[src/design/rics_pkg.sv]
// ----------------------------------------------------------------------------
// rics_pkg
// Shared types and constants of the Rayleigh inverse-CDF sampler.
// ----------------------------------------------------------------------------
package rics_pkg;

  localparam int unsigned PROB_BITS_DEF     = 32;
  localparam int unsigned OUT_FRAC_BITS_DEF = 16;

  localparam int unsigned LOG_FRAC   = 48;
  localparam int unsigned Y_FRAC     = 56;
  localparam int unsigned S_FRAC     = 28;
  localparam int unsigned SIGMA_FRAC = 16;
  localparam int unsigned SQRT_STEPS = 32;

  localparam logic [63:0] TWO_LN2_Q62 = 64'h58B9_0BFB_E8E7_BCD6;
  localparam logic [23:0] SIGMA_RESET = 24'd65536;
  localparam logic [31:0] GAMMA_RESET = 32'd0;

  typedef enum logic {
    REG_SIGMA = 1'b0,
    REG_GAMMA = 1'b1
  } rics_reg_e;

  typedef struct packed {
    logic [31:0] prob_in;
    logic        tail_flag;
  } rics_req_t;

  typedef struct packed {
    logic signed [31:0] quantile_out;
    logic               overflow_flag;
  } rics_rsp_t;

  typedef struct packed {
    logic [23:0]        scale_sigma;
    logic signed [31:0] location_gamma;
  } rics_cfg_t;

endpackage

[src/design/rics_cfg.sv]
// ----------------------------------------------------------------------------
// rics_cfg
// APB register file holding scale sigma and location gamma.
// ----------------------------------------------------------------------------
module rics_cfg import rics_pkg::*; (
  input  logic        clk_i,
  input  logic        rst_ni,
  input  logic        psel,
  input  logic        penable,
  input  logic        pwrite,
  input  logic [2:0]  paddr,
  input  logic [31:0] pwdata,
  output logic [31:0] prdata,
  output logic        pready,
  output rics_cfg_t   cfg_o
);

  logic [23:0] sigma_q;
  logic [31:0] gamma_q;
  rics_reg_e   sel;

  assign sel    = rics_reg_e'(paddr[2]);
  assign pready = 1'b1;

  always_ff @(posedge clk_i or negedge rst_ni) begin
    if (!rst_ni) begin
      sigma_q <= SIGMA_RESET;
      gamma_q <= GAMMA_RESET;
    end else if (psel && penable && pwrite) begin
      unique case (sel)
        REG_SIGMA: sigma_q <= pwdata[23:0];
        REG_GAMMA: gamma_q <= pwdata;
        default:   sigma_q <= sigma_q;
      endcase
    end
  end

  always_comb begin
    unique case (sel)
      REG_SIGMA: prdata = {8'd0, sigma_q};
      REG_GAMMA: prdata = gamma_q;
      default:   prdata = '0;
    endcase
  end

  assign cfg_o.scale_sigma    = sigma_q;
  assign cfg_o.location_gamma = $signed(gamma_q);

endmodule

[config.mk]
export PLATFORM = sky130hd
export DESIGN_NAME = rics_cfg
export DESIGN_NICKNAME = d
export VERILOG_FILES = /design/src/design/rics_pkg.sv /design/src/design/rics_cfg.sv
export SDC_FILE = /design/constraint.sdc
export NUM_CORES = 1
export LEC_CHECK = 0
export ABC_AREA = 1
export BUFFER_PORTS_ARGS = -buffer_cell sky130_fd_sc_hd__buf_2
export CORE_ASPECT_RATIO = 0.6
export CORE_UTILIZATION = 46
export CTS_BUF_LIST = sky130_fd_sc_hd__clkbuf_16
export CTS_CLUSTER_DIAMETER = 200
export DETAILED_ROUTE_END_ITERATION = 16
export PLACE_DENSITY = 0.76
export SYNTH_ARGS = -nofsm -noshare
export SYNTH_HDL_FRONTEND = slang
export SYNTH_SLANG_ARGS = --single-unit
[constraint.sdc]
create_clock -name clk_i -period 1 [get_ports clk_i]
set_input_delay 0.2 -clock clk_i [delete_from_list [all_inputs] [get_ports clk_i]]
set_output_delay 0.2 -clock clk_i [all_outputs]
set_load 0.02 [all_outputs]
* Word level (Yosys, flattened, before mapping) *
Cells that the tools add are included.

word-level totals
  bits in registers = 56
  word-level logic and storage cells = 8

operators by class
  mux-type cells = 1
  bitwise logic cells = 1
  reduce and logical (&&, ||, !) cells = 4

operators with widths
  operator           count
  $pmux 32 s2        1
  $reduce_and 2->1   2
  $logic_and 1x1->1  2
  $not 1->1          1

* Longest topological paths before layout *
  depth in word-level cells = 3
  mapped depth = 6
  mapped depth without buffers = 4

* Least setup slack after synthesis *
No wires, ideal clock.

  path kind = input-to-output
  start = input port paddr[2]
  end = output port prdata[12]
  data arrival time = 0.859 ns
  setup slack = -0.059 ns
  cell stages on the path = 4
  cells stage by stage = buf_2 -> clkbuf_1 -> nand2_1 -> nand2_1

between the ends
  cells in the longest elaborated chain, start to end = 2

RTL lines
  what                        RTL line        source
  start: declaration          rics_cfg.sv:11  input logic [2:0] paddr,
  $not 1->1 (no source line)  -
  $pmux 32 s2 (*)             rics_cfg.sv:39  unique case (sel)
  end: declaration            rics_cfg.sv:13  output logic [31:0] prdata,

Mark *: on every way between the ends. The rest lies on a longest branch, timed or not.

* Worst setup path in the final report *
  start = register sigma_q[20]
  end = output port prdata[20]

between the ends
  cells in the longest elaborated chain, start to end = 1

RTL lines
  what                      RTL line        source
  start: declaration        rics_cfg.sv:18  logic [23:0] sigma_q;
  start signal: assignment  rics_cfg.sv:31  REG_SIGMA: sigma_q <= pwdata[23:0];
  start signal: assignment  rics_cfg.sv:33  default: sigma_q <= sigma_q;
  $pmux 32 s2               rics_cfg.sv:39

Every way passes these cells.

==> metrics.md <==
| Metric | Value |
|---|---|
| Worst endpoint data arrival time | `1.07 ns` |
| Failing checks | `setup timing` |
| Highest clock rate | `787.1 MHz` |
| Final Hold Fails | `0` |
| Syn nets | `383` |
| Outcome | `complete, but fails checks` |
| Vias | `3,009` |
| Number of port buffers | `125` |
| Pleak | `between 0.002 and 0.003 uW` |
| Global-route track usage on met1 | `33.68%` |
| Overall routed net length | `8870 um` |
| Clock transition at path regs | `roughly 0.07 ns` |
| Clock Latency Late Sink | `0.28 ns` |
| Remaining DRCs | `0` |
| Final Instance Count excl. Fillers | `591` |
| Yosys top cell area share | `a little over half` |
| Register bit total from synthesis | `56` |
| Area leader, netlist | `dfrtp_1` |
| Rows | `20` |
| Largest stage delay, worst path | `roughly 0.43 ns` |
| Cells after Synth | `343` |
| Clock Sinks | `56` |
| Grt peak-use layer | `met2` |
| Top cells by area, synth | `dfrtp_1 53%, nand2_1 28%, nand3_1 11%` |
| CP Capture Type | `primary output` |
| RSZ-0062 raised after global routing | `true` |
| Synth cell types | `11` |
| Crit Path Max Fanout | `3` |
| GR Util met2 | `between 40 and 50%` |
| Initial Util | `roughly 50%` |
| Crit-path slowest cell | `dfrtp_1` |
| Die W | `approximately 99 um` |
| Worst hold-check path type | `in2reg` |
| Syn_area_per_cell | `between 7 and 8 um2` |
| Fillers | `260` |
| PD cells | `slightly below 2000 nW/um2` |
| CTS Buf Count | `5` |
| TritonCTS clock tree | `built` |
| Largest family of logic cells by synthesized area | `simple AND/OR/NAND/NOR gates` |
| Setup ws final | `-0.2705 ns` |
| Ant diodes | `0` |
| Final hold slack | `between 0.1 and 0.15 ns` |
| Tcrit/Tclk final | `127.1%` |
| Gpl congestion | `about 0.73` |
| Yosys Warn Count | `0` |
| Final ANT Viol Nets | `0` |
| Layout cells sized above 1 | `approximately 44%` |
| Via-to-Cell Ratio | `about 5.1` |
| DR WL/cell | `15.01 um` |
| Die Y | `between 60 and 70 um` |
| Placeable Area | `5230 um2` |
| CP startpoint kind | `flip-flop` |
| Detailed Place HPWL | `around 4600 um` |
| CTS root buf | `clkbuf_16` |
| Area share of and/or/nand/nor cells after synthesis | `39.38%` |
| Finish-stage setup viols | `between 80 and 90` |
| Synth Cell Area | `2592 um2` |
| Initial antenna violation count | `0` |
| Placed cell count | `529` |
| Sequential area share after synthesis | `54.10%` |
| H-Tree Depth | `2` |
| CTS Buffer Depth | `2` |
| Post-route minimum period | `1.271 ns` |
| Pins Over Slew Limit | `0` |
| VDD IR-drop max | `0.001324 V` |
| Grt ovf | `0` |
| Number of global-route vias before repair | `2,699` |
| Area fraction in compound gates after synthesis | `0%` |
| Most common cell after layout, fill and taps aside | `nand2_1` |
| Final Skew | `0 ns` |
| Critical path's top delay family | `flip-flops` |
| Xor/xnor share of the synthesized area | `0%` |
| Commonest cells after routing, fill and taps aside | `171 x nand2_1, 117 x buf_6, 56 x nand3_1` |
| CP required | `roughly 0.80 ns` |
| Worst Path Buf+Inv | `1` |
| Crit-path cells | `nand2_1 > nand2_2 > buf_6` |
| Setup CP Type | `reg2out` |
| Setup TNS Final | `-10.81 ns` |
| Die area | `between 5000 and 6000 um2` |
| Adder-cell share of the synthesized area | `0%` |
| Worst slack at placement | `-0.1820 ns` |
| First-pass GRT wire length | `12,520 um` |
| I/O pin total | `about 130` |
| Met3 Use GR | `about 7.4%` |
| Post-synthesis mux area share | `0%` |
| Fin nets | `between 500 and 600` |
| Drt first pass iters | `4` |
| Largest net degree at the start of global routing | `57` |
| Max-cap violations | `0` |
| DRT iter0 DRCs | `around 160` |
| Tot GR Track Use | `between 20% and 30%` |
| Synth-to-Final Area Change | `79.30%` |
==> cells by family after synthesis <==
group	count (synthesis)
other cells	1
buf+inv	34
simple gates	252
flops	56
==> metal layers <==
metal	vias up	share of wire (%)	wire (um)
met3	18	7.5	662
met1	1436	40	3518
li1	1427	-	-
met2	128	51	4511
met5	-	0	0
met4	0	2.0	178
==> cells in the mapped netlist (all sizes together) <==
library cell / number
buf: 18
clkbuf: 6
conb: 1
dfrtp: 55
dfstp: 1
inv: 10
nand2: 193
nand3: 56
nand4: 2
nor2: 1
==> through the flow <==
stage                     power, uW  utilization (%)  instance area, um2
final                          9184            88.88                4648
after global routing           9570            88.88                4648
after CTS                      8529            81.84                4280
after detailed placement       5496            65.22                3411
after global placement         5445            65.22                3411
after floorplan                4529                -                2644
==> report_power, final <==
part / leakage [uW] / internal, uW / switching (uW)
clock network: 0.0000814 / 1180 / 773
logic: 0.00185 / 2150 / 1940
registers: 0.000702 / 2700 / 445
total: 0.00263 / 6030 / 3160
==> repair_timing <==
action	in CTS	in global routing
buffers inserted	19	34
pin swaps	21	16
endpoints found under the setup margin	88	89
resized for setup	175	36
hold buffers	1	0
hold endpoints to repair	55	0
==> worst paths after layout <==
| kind | slack, ns | end | start | cells after the start |
|---|---|---|---|---|
| worst max-delay path | -0.27 | prdata[20] | sigma_q[20] | 3 |
| worst min-delay path | 0.14 | gamma_q[24] | pwdata[24] | 3 |
| worst min register to register | 0.48 | sigma_q[16] | sigma_q[16] | 2 |
| max in group asynchronous | 0.22 | sigma_q[16] | rst_ni | 3 |
| worst max register to register | 0.03 | sigma_q[15] | sigma_q[15] | 5 |
| min in group asynchronous | 0.48 | sigma_q[22] | rst_ni | 3 |
==> registers in the layout (all words and copies together) (netlist names) <==
signal   cells
gamma_q     32
sigma_q     24
==> final cells by class <==
| class | instances | area [um2] | area share, % |
|---|---|---|---|
| Sequential cell | 56 | 1403 | 30.18 |
| Inverter | 10 | 37.54 | 0.8075 |
| Multi-Input combinational cell | 253 | 1087 | 23.39 |
| Timing Repair Buffer | 198 | 1871 | 40.24 |
| Clock inverter | 3 | 42.54 | 0.9152 |
| Clock buffer | 5 | 125.1 | 2.692 |
| Tap cell | 66 | 82.58 | 1.777 |
==> worst register-to-register path: cells and delay by family, from the launching register on <==
family / cells / cell delay, ns
buffers and inverters: 3 / 0.36
and+or+nand+nor: 2 / 0.10
DFF: 1 / 0.40
No activity file was read; power rests on OpenSTA's default activity.
