[src/design/rics_pkg.sv]
// ----------------------------------------------------------------------------
// rics_pkg
// Shared types and constants of the Rayleigh inverse-CDF sampler.
// ----------------------------------------------------------------------------
package rics_pkg;

  localparam int unsigned PROB_BITS_DEF     = 32;
  localparam int unsigned OUT_FRAC_BITS_DEF = 16;

  localparam int unsigned LOG_FRAC   = 48;
  localparam int unsigned Y_FRAC     = 56;
  localparam int unsigned S_FRAC     = 28;
  localparam int unsigned SIGMA_FRAC = 16;
  localparam int unsigned SQRT_STEPS = 32;

  localparam logic [63:0] TWO_LN2_Q62 = 64'h58B9_0BFB_E8E7_BCD6;
  localparam logic [23:0] SIGMA_RESET = 24'd65536;
  localparam logic [31:0] GAMMA_RESET = 32'd0;

  typedef enum logic {
    REG_SIGMA = 1'b0,
    REG_GAMMA = 1'b1
  } rics_reg_e;

  typedef struct packed {
    logic [31:0] prob_in;
    logic        tail_flag;
  } rics_req_t;

  typedef struct packed {
    logic signed [31:0] quantile_out;
    logic               overflow_flag;
  } rics_rsp_t;

  typedef struct packed {
    logic [23:0]        scale_sigma;
    logic signed [31:0] location_gamma;
  } rics_cfg_t;

endpackage

[src/design/rics_sqrt.sv]
// ----------------------------------------------------------------------------
// rics_sqrt
// Pipelined integer square root, one result bit per stage.
// ----------------------------------------------------------------------------
module rics_sqrt import rics_pkg::*; (
  input  logic        clk_i,
  input  logic        rst_ni,
  input  logic        en_i,
  input  logic        valid_i,
  input  logic [63:0] y_i,
  input  logic        tag_i,
  output logic        valid_o,
  output logic [31:0] s_o,
  output logic        tag_o
);

  logic [63:0] r_q   [SQRT_STEPS];
  logic [63:0] rem_q [SQRT_STEPS];
  logic        v_q   [SQRT_STEPS];
  logic        t_q   [SQRT_STEPS];

  for (genvar g = 0; g < SQRT_STEPS; g++) begin : g_step
    localparam logic [63:0] Bit = 64'd1 << (62 - 2 * g);
    logic [63:0] r_c, rem_c, r_n, rem_n;
    logic        v_c, t_c;
    logic [64:0] trial;

    if (g == 0) begin : g_first
      assign r_c   = '0;
      assign rem_c = y_i;
      assign v_c   = valid_i;
      assign t_c   = tag_i;
    end else begin : g_next
      assign r_c   = r_q[g - 1];
      assign rem_c = rem_q[g - 1];
      assign v_c   = v_q[g - 1];
      assign t_c   = t_q[g - 1];
    end

    assign trial = {1'b0, r_c} + {1'b0, Bit};

    always_comb begin
      if ({1'b0, rem_c} >= trial) begin
        rem_n = rem_c - trial[63:0];
        r_n   = (r_c >> 1) + Bit;
      end else begin
        rem_n = rem_c;
        r_n   = r_c >> 1;
      end
    end

    always_ff @(posedge clk_i or negedge rst_ni) begin
      if (!rst_ni) begin
        v_q[g] <= 1'b0;
      end else if (en_i) begin
        v_q[g] <= v_c;
      end
    end

    always_ff @(posedge clk_i) begin
      if (en_i) begin
        r_q[g]   <= r_n;
        rem_q[g] <= rem_n;
        t_q[g]   <= t_c;
      end
    end
  end

  assign valid_o = v_q[SQRT_STEPS-1];
  assign s_o     = r_q[SQRT_STEPS-1][31:0];
  assign tag_o   = t_q[SQRT_STEPS-1];

endmodule

[config.mk]
export PLATFORM = sky130hd
export DESIGN_NAME = rics_sqrt
export DESIGN_NICKNAME = d
export VERILOG_FILES = /design/src/design/rics_pkg.sv /design/src/design/rics_sqrt.sv
export SDC_FILE = /design/constraint.sdc
export NUM_CORES = 2
export LEC_CHECK = 0
export BUFFER_PORTS_ARGS = -buffer_cell sky130_fd_sc_hd__buf_2
export CAP_MARGIN = 0
export CORE_MARGIN = 2
export CORE_UTILIZATION = 58
export CTS_CLUSTER_SIZE = 8
export DETAILED_ROUTE_END_ITERATION = 10
export PLACE_DENSITY_LB_ADDON = 0.08
export SYNTH_ARGS = -nofsm -noshare
export SYNTH_HDL_FRONTEND = slang
export SYNTH_MEMORY_MAX_BITS = 65536
export SYNTH_SLANG_ARGS = --single-unit
[constraint.sdc]
create_clock -name clk_i -period 3.8 [get_ports clk_i]
set_input_delay 0.19 -clock clk_i [delete_from_list [all_inputs] [get_ports clk_i]]
set_output_delay 0.19 -clock clk_i [all_outputs]
set_load 0.01 [all_outputs]
# == Yosys cells after proc, flatten, opt, wreduce, memory -nomap -nowiden ==
# Memories as Yosys holds them, arrays and structs flattened.
# Index checks and enable logic that the tools add are counted.
# Widths: inputs -> output; s select.
# classes
order_cmp,32
n_addsub,94
n_mux,66
# ops
cell,count
$mux 64,63
$ge 64x65->1,31
$sub 64x64->64,31
$add 64x1->65 const B,1
$add 64x11->65 const B,1
$add 64x13->65 const B,1
$add 64x15->65 const B,1
$add 64x17->65 const B,1
$add 64x19->65 const B,1
$add 64x21->65 const B,1
$add 64x23->65 const B,1
$add 64x25->65 const B,1
$add 64x27->65 const B,1
$add 64x29->65 const B,1
$add 64x3->65 const B,1
$add 64x31->65 const B,1
$add 64x33->65 const B,1
$add 64x35->65 const B,1
$add 64x37->65 const B,1
$add 64x39->65 const B,1
$add 64x41->65 const B,1
$add 64x43->65 const B,1
$add 64x45->65 const B,1
$add 64x47->65 const B,1
other kinds (45),46
# totals
output_inout_bits,34
memories,3
elab_cells,227
register_bits,32
inputBits,69
ram_bits,4128
# mem_list
name,words,word_bits,rd,rd_ports_with_merged_regs,wr,line,rtl
r_q,32,64,32,0,32,rics_sqrt.sv:17,logic [63:0] r_q [SQRT_STEPS];
rem_q,32,64,31,0,32,rics_sqrt.sv:18,logic [63:0] rem_q [SQRT_STEPS];
t_q,32,1,32,0,32,rics_sqrt.sv:20,logic t_q [SQRT_STEPS];

# == Longest topological paths before layout ==
# An unclocked memory read counts as a cell.
# logic_depth
word_depth,4
depth_mapped,15

# == Worst setup path before layout ==
# OpenSTA, ideal clock, no wires.
# synth_timing
path_kind,reg-to-reg
start,"memory rem_q[26][27], in the netlist rem_q[3][155]"
end,"memory rem_q[27][52], in the netlist rem_q[3][244] (data pin)"
t_arrival_ps,3471
stages_incl_launch_ff,13
period_less_slack_ps,3729
slack_ps,71
setup_ps,258
path_buffers,1
required_time_ps,3542
cell_sequence,edfxtp_1 > ha_1 > clkbuf_1 > and3_1 > nand2_1 > or4_1 > o31ai_1 > a211oi_1 > a2111oi_0 > and4b_1 > nand2_1 > or3_1 > xnor2_1
# synth_rtl
item,line
start: declaration,rics_sqrt.sv:18

==> results.ini <==
[floorplan]
die_w_um=463
placeableCoreArea_sq_um=209000
ios=103
dieHeight_um=463
die_area_sq_um=214000
num_rows=168
initial_core_util=0.583

[detailed_routing]
finalWirelength_um=293000
via_per_inst=5.99
drc_errors=0
route.antenna.remaining_nets=0
first_pass_iters=6
via_count=79300
wl_per_cell_um=22.1
drt_iter0_drc=7390

[timing]
finalHoldViolations=0
finalMaxSlewViolations=0
final.period_utilization=0.984
rsz0062_at_grt=yes
worst_slew_pin_slew_ns=1.02
final.min_clock_period_ns=3.74
timing.fmax_mhz=267
setup_viol=0
slew_headroom=0.323
finClkSkew_ns=0.0821
fin_ws_ns=0.0598

[logic_synthesis]
syn-cell-area_sq_um=122000
ys_async_sr_fraction=0.0124
ys.flop_type=edfxtp_1
synth_warnings=0
synth_edf_count=2544
synth_seq_area_share=0.633
syn_inst=9598
syn_avg_cell_area_sq_um=12.7
synth.ff_latch_count=2576
syn_nets=10200
synth.distinct_cells=86

[grt]
grt_pass1_vias=77800
grt_use_total=0.267
grt_max_degree=146
grt-ovfl-total=0
grt_first_pass_wirelength_um=447000
antenna_found_initial=11

[clock_tree]
root_buffer=clkbuf_16
cts.sinks=2576
clockBufferDepth=4
clk_pin_slew_worst_paths_ns=0.05
clkLatencyLatePin_ns=0.95
h-tree-depth=5
tritoncts=yes
numCtsBuffers=372

[finish]
multi_input_area_sq_um=42200
nNetsFinal=11000
drive_gt1_frac=0.112
finalInstanceArea_sq_um=140000
syn_to_final_growth_pct=14.9
seqCellArea_sq_um=77200
nFillCells=15200

[setup_path]
reg2regPathDepth=8
critical_path.startpoint_type=register
reg2reg_setup_slack_ns=0.06
critPathMaxStageDelay_ns=0.49
timing.critical_path.mode_cell=or4_4
cpMaxStageDelayCell=or4_4
cp_max_fo=46
crit_path_end_kind=register
cp.arrival_ns=4.36
cp.required_ns=4.42
path_cells=or3_4 > or4_4 > or4_4 > or3_4 > or4_4 > or4_4 > buf_6 > mux2_2
crit_type=reg -> reg

[pwr]
peakVddDrop_v=0.000532
leakage_uw=0.0537
powerDensity_nw_per_um2=608

[place]
dp_hpwl_um=212000
pre_cts_ws_ns=-0.158
post_dp_cell_area_sq_um=128000
io_buffers=102
gp_congestion=0.932

[outcome]
status=finished clean

[worst_hold_path]
hold_class=in -> reg
hold_depth=4

[run]
cap_violations=0

## Yosys cell counts (all sizes together), types with 36 or more instances
master / instances / area share
clkbuf: 161 / 0.0050
nand4: 165 / 0.0085
nor4: 355 / 0.018
nand2b: 112 / 0.0058
edfxtp: 2544 / 0.63
o31ai: 43 / 0.0026
a21o: 224 / 0.014
and3: 46 / 0.0024
o21a: 92 / 0.0057
or3: 97 / 0.0051
a31oi: 46 / 0.0024
or4: 62 / 0.0039
a21oi: 653 / 0.027
nor3: 235 / 0.0096
nor4b: 61 / 0.0044
nor2b: 81 / 0.0042
o21bai: 51 / 0.0031
ha: 558 / 0.057
mux2: 138 / 0.013
or2: 36 / 0.0018
o21ai: 397 / 0.016
nand2: 573 / 0.018
nand3: 152 / 0.0062
xnor2: 446 / 0.032
nor2: 686 / 0.021
inv: 685 / 0.021
xor2: 422 / 0.030
a211oi: 41 / 0.0025
## cell usage in the layout (no fill, tap or decap), types with 101 or more instances in the layout
cell and count:
nand4_1 165, xnor2_1 446, nand2b_1 110, buf_4 345, o21ai_0 391, nand3_1 151
mux2_2 138, clkbuf_16 379, inv_1 683, nand2_1 569, xor2_1 422, ha_1 552
nor4_1 337, dlygate4sd3_1 134, nor3_1 226, nor2_1 680, buf_2 101, a21o_1 224
a21oi_1 651, edfxtp_1 2544
## area by class of cell
cell class                 instances  share of cell area
sequential                      2576               0.551
multi-input combinational       6151               0.301
clock buffer                     393              0.0680
timing repair buffer             613              0.0360
tap                             2805              0.0250
inverter                         685              0.0183
clock inverter                     9            0.000795
antenna                            4           0.0000714
## registers in the layout (all words and copies together), names as in the netlist
name and flops:
g_step.v_c 31, r_q 528, rem_q 1984, t_q 32, valid_o 1
## worst max-delay path, delay by kind of cell (launching register included)
| kind | cells | cell delay [ns] |
|---|---|---|
| muxes | 1 | 0.31 |
| and+or+nand+nor | 6 | 2.52 |
| DFF | 1 | 0.39 |
| buffers and inverters | 1 | 0.23 |
## logic make-up after synthesis
family / share of synthesized area
adder cells (fa/ha/maj): 0.0572
XOR/XNOR: 0.0623
flip-flops: 0.633
AND/OR/NAND/NOR: 0.118
buffers and inverters: 0.0270
AO/OA/AOI/OAI: 0.0887
multiplexers: 0.0141
## stage by stage
step / util / instances / hold slack (ns) / TNS [ns] / total power, uW
after CTS: 0.666 / 13200 / 0.170 / 0 / 85400
after global placement: 0.614 / 12700 / 0.248 / -3.05 / 56300
after floorplan: - / 9598 / -0.106 / 0 / 50300
after global routing: 0.669 / 13200 / 0.255 / -0.202 / 89100
after detailed placement: 0.614 / 12700 / 0.267 / -3.36 / 56600
final: 0.669 / 13200 / 0.276 / 0 / 85300
## what timing repair did
| item | CTS | global route |
|---|---|---|
| hold buffers | 135 | 0 |
| resized for setup | 14 | 96 |
| endpoints found under the setup margin | 76 | 281 |
| setup buffers | 1 | 15 |
| pin swaps | 1 | 20 |
| gates cloned | 0 | 2 |
| endpoints found under the hold margin | 410 | 0 |
## path summary, 6_finish.rpt
check | to | startpoint
worst max-delay path | rem_q[3][83] | rem_q[3][50]
worst max register to register | rem_q[3][83] | rem_q[3][50]
min in group asynchronous | g_step[7].v_c | rst_ni
worst min-delay path | rem_q[0][62] | y_i[62]
max in group asynchronous | g_step[12].v_c | rst_ni
worst min register to register | t_q[26] | t_q[25]
## power breakdown
group          internal (uW)  switching, uW
logic                   7650          10100
clock network          17400          11100
registers              36100           2880
## per-layer routing
layer,up-vias,track usage,share of wire
met3,476,0.0471,0.062
met4,0,0.0672,0.023
met2,2419,0.448,0.49
met5,-,0,0
li1,37400,-,-
met1,39000,0.363,0.43
Power figures use the tool's default switching activity.
